`config.mk`:
```
export PLATFORM = sky130hd
export DESIGN_NAME = amh_ram
export DESIGN_NICKNAME = d
export VERILOG_FILES = /design/src/rtl/core/amh_ram.sv
export SDC_FILE = /design/constraint.sdc
export NUM_CORES = 2
export LEC_CHECK = 0
export ABC_CLOCK_PERIOD_IN_PS = 2200
export CAP_MARGIN = 20
export CORE_UTILIZATION = 57
export CTS_CLUSTER_DIAMETER = 150
export DETAILED_ROUTE_END_ITERATION = 12
export DONT_BUFFER_PORTS = 1
export PLACE_DENSITY = 0.77
export REMOVE_ABC_BUFFERS = 1
export SLEW_MARGIN = 0
export SYNTH_ARGS = -nofsm -noshare
export SYNTH_HDL_FRONTEND = slang
export SYNTH_SLANG_ARGS = --single-unit
```
`constraint.sdc`:
```
create_clock -name i_clk -period 2.2 [get_ports i_clk]
set_input_delay 0.33 -clock i_clk [delete_from_list [all_inputs] [get_ports i_clk]]
set_output_delay 0.33 -clock i_clk [all_outputs]
set_load 0.01 [all_outputs]
```
`src/rtl/core/amh_ram.sv`:
```
// Simple dual-port synchronous memory with registered read.
module amh_ram #(
    parameter int W     = 8,
    parameter int DEPTH = 256
) (
    input  logic                     i_clk,
    input  logic                     i_we,
    input  logic [$clog2(DEPTH)-1:0] i_waddr,
    input  logic [W-1:0]             i_wdata,
    input  logic [$clog2(DEPTH)-1:0] i_raddr,
    output logic [W-1:0]             o_rdata
);

    logic [W-1:0] mem [DEPTH];

    // write one entry, register one read (old data on collision)
    always_ff @(posedge i_clk) begin
        if (i_we) begin
            mem[i_waddr] <= i_wdata;
        end
        o_rdata <= mem[i_raddr];
    end

endmodule

```
Yosys cells after proc, flatten, opt, wreduce, memory -nomap -nowiden

Memories as Yosys holds them, arrays and structs flattened. A register that Yosys moved wholly into a read port is not among the register bits.
Index checks and enable logic that the tools add are counted.

Bits of input ports: 26
Memory bits (writable): 2048
Bits in registers: 0
Memories kept: 1
Logic and storage cells: 3

Muxes and demuxes: 2

Memory list:

| memory | depth | width | rd ports | clocked after Yosys merged registers in | write ports | RTL line | source |
|---|---|---|---|---|---|---|---|
| mem    | 256   | 8     | 1        | 1                                       | 1           | 14       | `logic [W-1:0] mem [DEPTH];` |

Operators by type and width:

| cell             | count |
|---|---|
| 1-bit 2-to-1 mux | 2 |

Longest topological paths before layout

Depth in word-level cells: 2
Gate-level depth with buffers: 11

Worst setup path before layout

OpenSTA, ideal clock, no wires.

Path type: input -> register
From: in i_raddr[0]
To: reg o_rdata[2], read port of mem
Path slack: -0.068 ns
Required time: 2.069 ns
Arrival: 2.137 ns
Stages on the path: 9
Path through: buf_6 > buf_12 > buf_8 > buf_2 > mux4_2 > a22oi_1 > a21oi_1 > nor4_1 > nor4_2

RTL lines:

| item            | RTL line | source |
|---|---|---|
| start, declared | 10       | `input logic [$clog2(DEPTH)-1:0] i_raddr,` |
| end, declared   | 11       | `output logic [W-1:0] o_rdata` |

==> flow_summary_export.csv <==
group,metric,value,unit
hold_path,min_to,"mem[47][0]$_DFFE_PP_",
pwr,seq_pwr_share,55.2,%
synth,syn_area,79600,sq um
setup_path,critical_path.cell_chain,"or2b_1, buf_4, o221ai_1, a21oi_1, nor3_1, nor4_1, buf_4, nor4_2",
sta,drv_slew,80,
pwr,power.leakage,29.2,nW
hold_path,worst_hold_path.num_cells,0,
floorplanning,die_h,376,microns
setup_path,worst_path_largest_cell_delay,0.70,ns
floorplanning,dieWidth,376,microns
grt,globalRouteMet3Util,5.73,%
layout,leading_cell_types_in_the_layout_fill_and_taps_excluded,"2048 x sky130_fd_sc_hd__edfxtp_1, 483 x sky130_fd_sc_hd__buf_4, 454 x sky130_fd_sc_hd__mux4_2",
detailed_routing,drt_first_iter_violations,5730,
cts,worst_skew_pair.late_latency,0.84,ns
floorplanning,placement_rows,136,
detailed_routing,routed-via-count,41900,
pwr,switching_power,16.0,mW
placed_design,port_buffer_count,0,
detailed_routing,post_route_ant_nets,0,
setup_path,worstPathMaxFanout,446,
placed_design,place.detailed.instances,5870,
synth,yosysSeqAreaShare,77.5,%
grt,grtUsageMet2,44.4,%
synth,synth-edff-count,2048,
setup_path,setup.worst_path.start_class,"input port",
cts,number_of_buffers_inserted_by_hold_repair_at_cts,8,
grt,largest_net_degree_at_the_start_of_global_routing,579,
cts,cts.root.buffer_cell,"sky130_fd_sc_hd__clkbuf_16",
synth,synthFlopType,"sky130_fd_sc_hd__edfxtp_1",
run,cap_violations,0,
grt,overall_fraction_of_global_route_tracks_in_use,27.9,%
pwr,post-layout-total-power,78.4,mW
hold_path,hold_path_startpoint,"i_wdata[0]",
sta,timing.fmax,360,MHz
setup_path,timing.critical_path.to_type,"flip-flop",
cts,cts_setup_buffers,0,
run_status,outcome,"complete, but fails checks",
synth,yosys.area_share.xor_xnor,0,%
layout,areaGrowthSynthToFinish,14.8,%
floorplanning,area_of_the_core,138000,sq um
setup_path,reg2reg_to,"o_rdata[4]$_DFF_P_",
sta,finalSetupViolations,8,
floorplanning,area_enclosed_by_the_die_boundary,141000,sq um
sta,rsz0062_at_grt,"true",
setup_path,timing.critical_path.mode_cell,"sky130_fd_sc_hd__buf_4",
synth,ys_ff_latch,2056,
synth,post_synth_and_or_nand_nor_area_fraction,2.63,%
grt,antenna_found_initial,8,
sta,max_slew.worst_pin.slew,1.63,ns
grt,met1_layer_usage_reported_by_global_route,37.7,%
cts,cts_max_path_buffers,3,
synth,yosys_warnings,0,
setup_path,timing.critical_path.buf_inv,2,
synth,synth_compound_gate_area_share,3.42,%
layout,layout.nets,4251,
synth,largest_family_of_logic_cells_by_synthesized_area,"multiplexers",
grt,global_route_wire_length_before_repair,282,mm
grt,busiest_layer,"met2",
setup_path,critical_path.slowest_cell,"sky130_fd_sc_hd__or2b_1",
pwr,p_int,62.4,mW
pwr,peakVddDrop,0.865,mV
sta,finalHoldViolCount,1064,
synth,muxShareOfSynthArea,14.6,%
cts,numClockSinks,2056,
setup_path,worstReg2RegStart,"mem[83][4]$_DFFE_PP_",
cts,numCtsBuffers,192,
setup_path,crit_arrival,3.52,ns
synth,synth_largest_type_area_fraction,77.3,%
layout,mostFrequentLayoutCell,"sky130_fd_sc_hd__edfxtp_1",
grt,gr-total-overflow,0,
synth,most_area_hungry_cell_type_in_the_yosys_netlist,"sky130_fd_sc_hd__edfxtp_1",
placed_design,place.gp.congestion,0.845,
setup_path,reg2reg_setup_slack,-0.11,ns
synth,synth_cell_type_count,55,
placed_design,placedInstanceArea,84500,sq um
pwr,clockPowerShare,40.7,%
detailed_routing,first_pass_iters,5,
layout,finish.cell_count_without_fillers,6254,
synth,synth-async-reset-ratio,0,%
sta,post_route_worst_setup_slack,-0.579,ns
pwr,power.density_cell_area,859,nW/um^2
cts,cts_tree,"done",
synth,yosys-top-cells-area,"sky130_fd_sc_hd__edfxtp_1 77%, sky130_fd_sc_hd__mux4_2 13%, sky130_fd_sc_hd__mux2i_1 1.7%",
floorplanning,io-pin-count,34,
sta,post-route-min-period,2.78,ns
synth,synth_fa_ha_area_share,0,%
cts,cts-htree-levels,4,
cts,cts.clk_slew.worst_paths,0.06,ns
sta,fin_worst_hold_slack,-0.360,ns
layout,post_route_cells_drive_above_1_share,29.4,%
sta,worst_slew_margin_rel,-8.75,%
synth,synthCells,3733,
floorplanning,initial_utilization,57.6,%
pwr,pwr-share-comb,4.1,%
layout,fillers,8286,
sta,fin_worst_skew,0.0329,ns
hold_path,hp-class,"input port to flip-flop",
run_status,violations,"negative hold slack, max-slew violations, negative setup slack",
pwr,p_sw_share,20.4,%
setup_path,r2r_cells,6,
synth,syn_avg_cell_area,21.3,sq um
setup_path,timing.critical_path.from,"i_raddr[1]",
setup_path,worst_ep_required_time,2.94,ns
detailed_routing,routed_wirelength_normalized_by_instance_count,32.5,microns
detailed_routing,avgViaCountPerCell,6.71,
placed_design,detailedPlacementHpwl,104,mm
grt,grt_pass1_vias,41600,
setup_path,critical_path_s_top_delay_family,"simple AND/OR/NAND/NOR gates",
sta,fin_crit_sh,126,%
detailed_routing,total_wire_length,203,mm
layout,final_design_area_no_fill,91300,sq um
setup_path,timing.setup.critical_path_class,"input port to flip-flop",
detailed_routing,detail_route.drc_violations,0,
[flip-flops by register name, indices dropped and copies added, names as in the netlist]
name     cells
o_rdata      8
mem       2048
[Yosys cell counts (24+ instances only)]
master	number
sky130_fd_sc_hd__edfxtp_1	2048
sky130_fd_sc_hd__mux4_2	454
sky130_fd_sc_hd__nor2_1	282
sky130_fd_sc_hd__mux2i_1	134
sky130_fd_sc_hd__a22oi_1	133
sky130_fd_sc_hd__clkbuf_1	111
sky130_fd_sc_hd__a21oi_1	96
sky130_fd_sc_hd__o221ai_1	46
sky130_fd_sc_hd__nand3_1	34
sky130_fd_sc_hd__nand2_1	33
sky130_fd_sc_hd__buf_2	31
sky130_fd_sc_hd__nor2b_1	31
sky130_fd_sc_hd__o22ai_1	28
sky130_fd_sc_hd__buf_4	27
sky130_fd_sc_hd__nor4_1	24
[cells by family after synthesis]
family | count (synthesis)
buffers and inverters | 235
AOI/OAI and AO/OA | 385
DFF | 2056
and+or+nand+nor | 466
muxes | 591
[final cells by class]
cell class	count	area [sq um]	share of cell area, %
sequential	2056	61700	67.5
multi-input combinational	1442	16800	18.4
clock buffer	245	5020	5.50
timing repair buffer	531	4570	5.00
tap	1863	2330	2.55
clock inverter	110	952	1.04
antenna	5	12.5	0.0137
inverter	2	7.51	0.00822
[per-layer routing]
metal,part of all wire [%],wire [microns]
met1,35,71600
met2,49,98800
met3,11,23300
met4,4.5,9210
met5,0.023,46
[through the flow]
stage,worst slack (ns),TNS (ns),hold WS [ns],util [%]
finish,-0.579,-3.74,-0.360,66.2
global route,-0.311,-1.83,-0.381,66.2
CTS,-0.0954,-0.291,-0.394,65.8
global placement,-1.37,-8.22,0.468,61.3
floorplan,-0.538,-3.98,0.429,-
detailed placement,-1.23,-8.23,0.470,61.3
[power by group through the flow]
stage | Combinational (mW) | Clock (mW) | Sequential, mW
6_report | 3.21 | 31.9 | 43.3
5_1_grt | 3.29 | 33.6 | 43.3
4_1_cts | 2.66 | 32.1 | 43.3
3_5_place_dp | 2.56 | 0 | 44.1
3_3_place_gp | 2.51 | 0 | 44.1
2_1_floorplan | 1.52 | 0 | 44.1
[worst max path at each step]
stage / endpoint / slack (ns) / cells after the start
6_report: o_rdata[0]$_DFF_P_ / -0.58 / 8
5_1_grt: o_rdata[3]$_DFF_P_ / -0.31 / 9
4_1_cts: o_rdata[0]$_DFF_P_ / -0.1 / 6
3_5_place_dp: o_rdata[3]$_DFF_P_ / -1.23 / 6
3_3_place_gp: o_rdata[1]$_DFF_P_ / -1.37 / 6
2_1_floorplan: o_rdata[6]$_DFF_P_ / -0.54 / 6
[repair_timing]
action | 4_1_cts | 5_1_grt
setup endpoints to repair | 7 | 8
hold endpoints to repair | 2112 | 1840
cloned | 0 | 14
pin swaps | 11 | 8
resized for setup | 29 | 21
(Power assumes the default switching activity.)
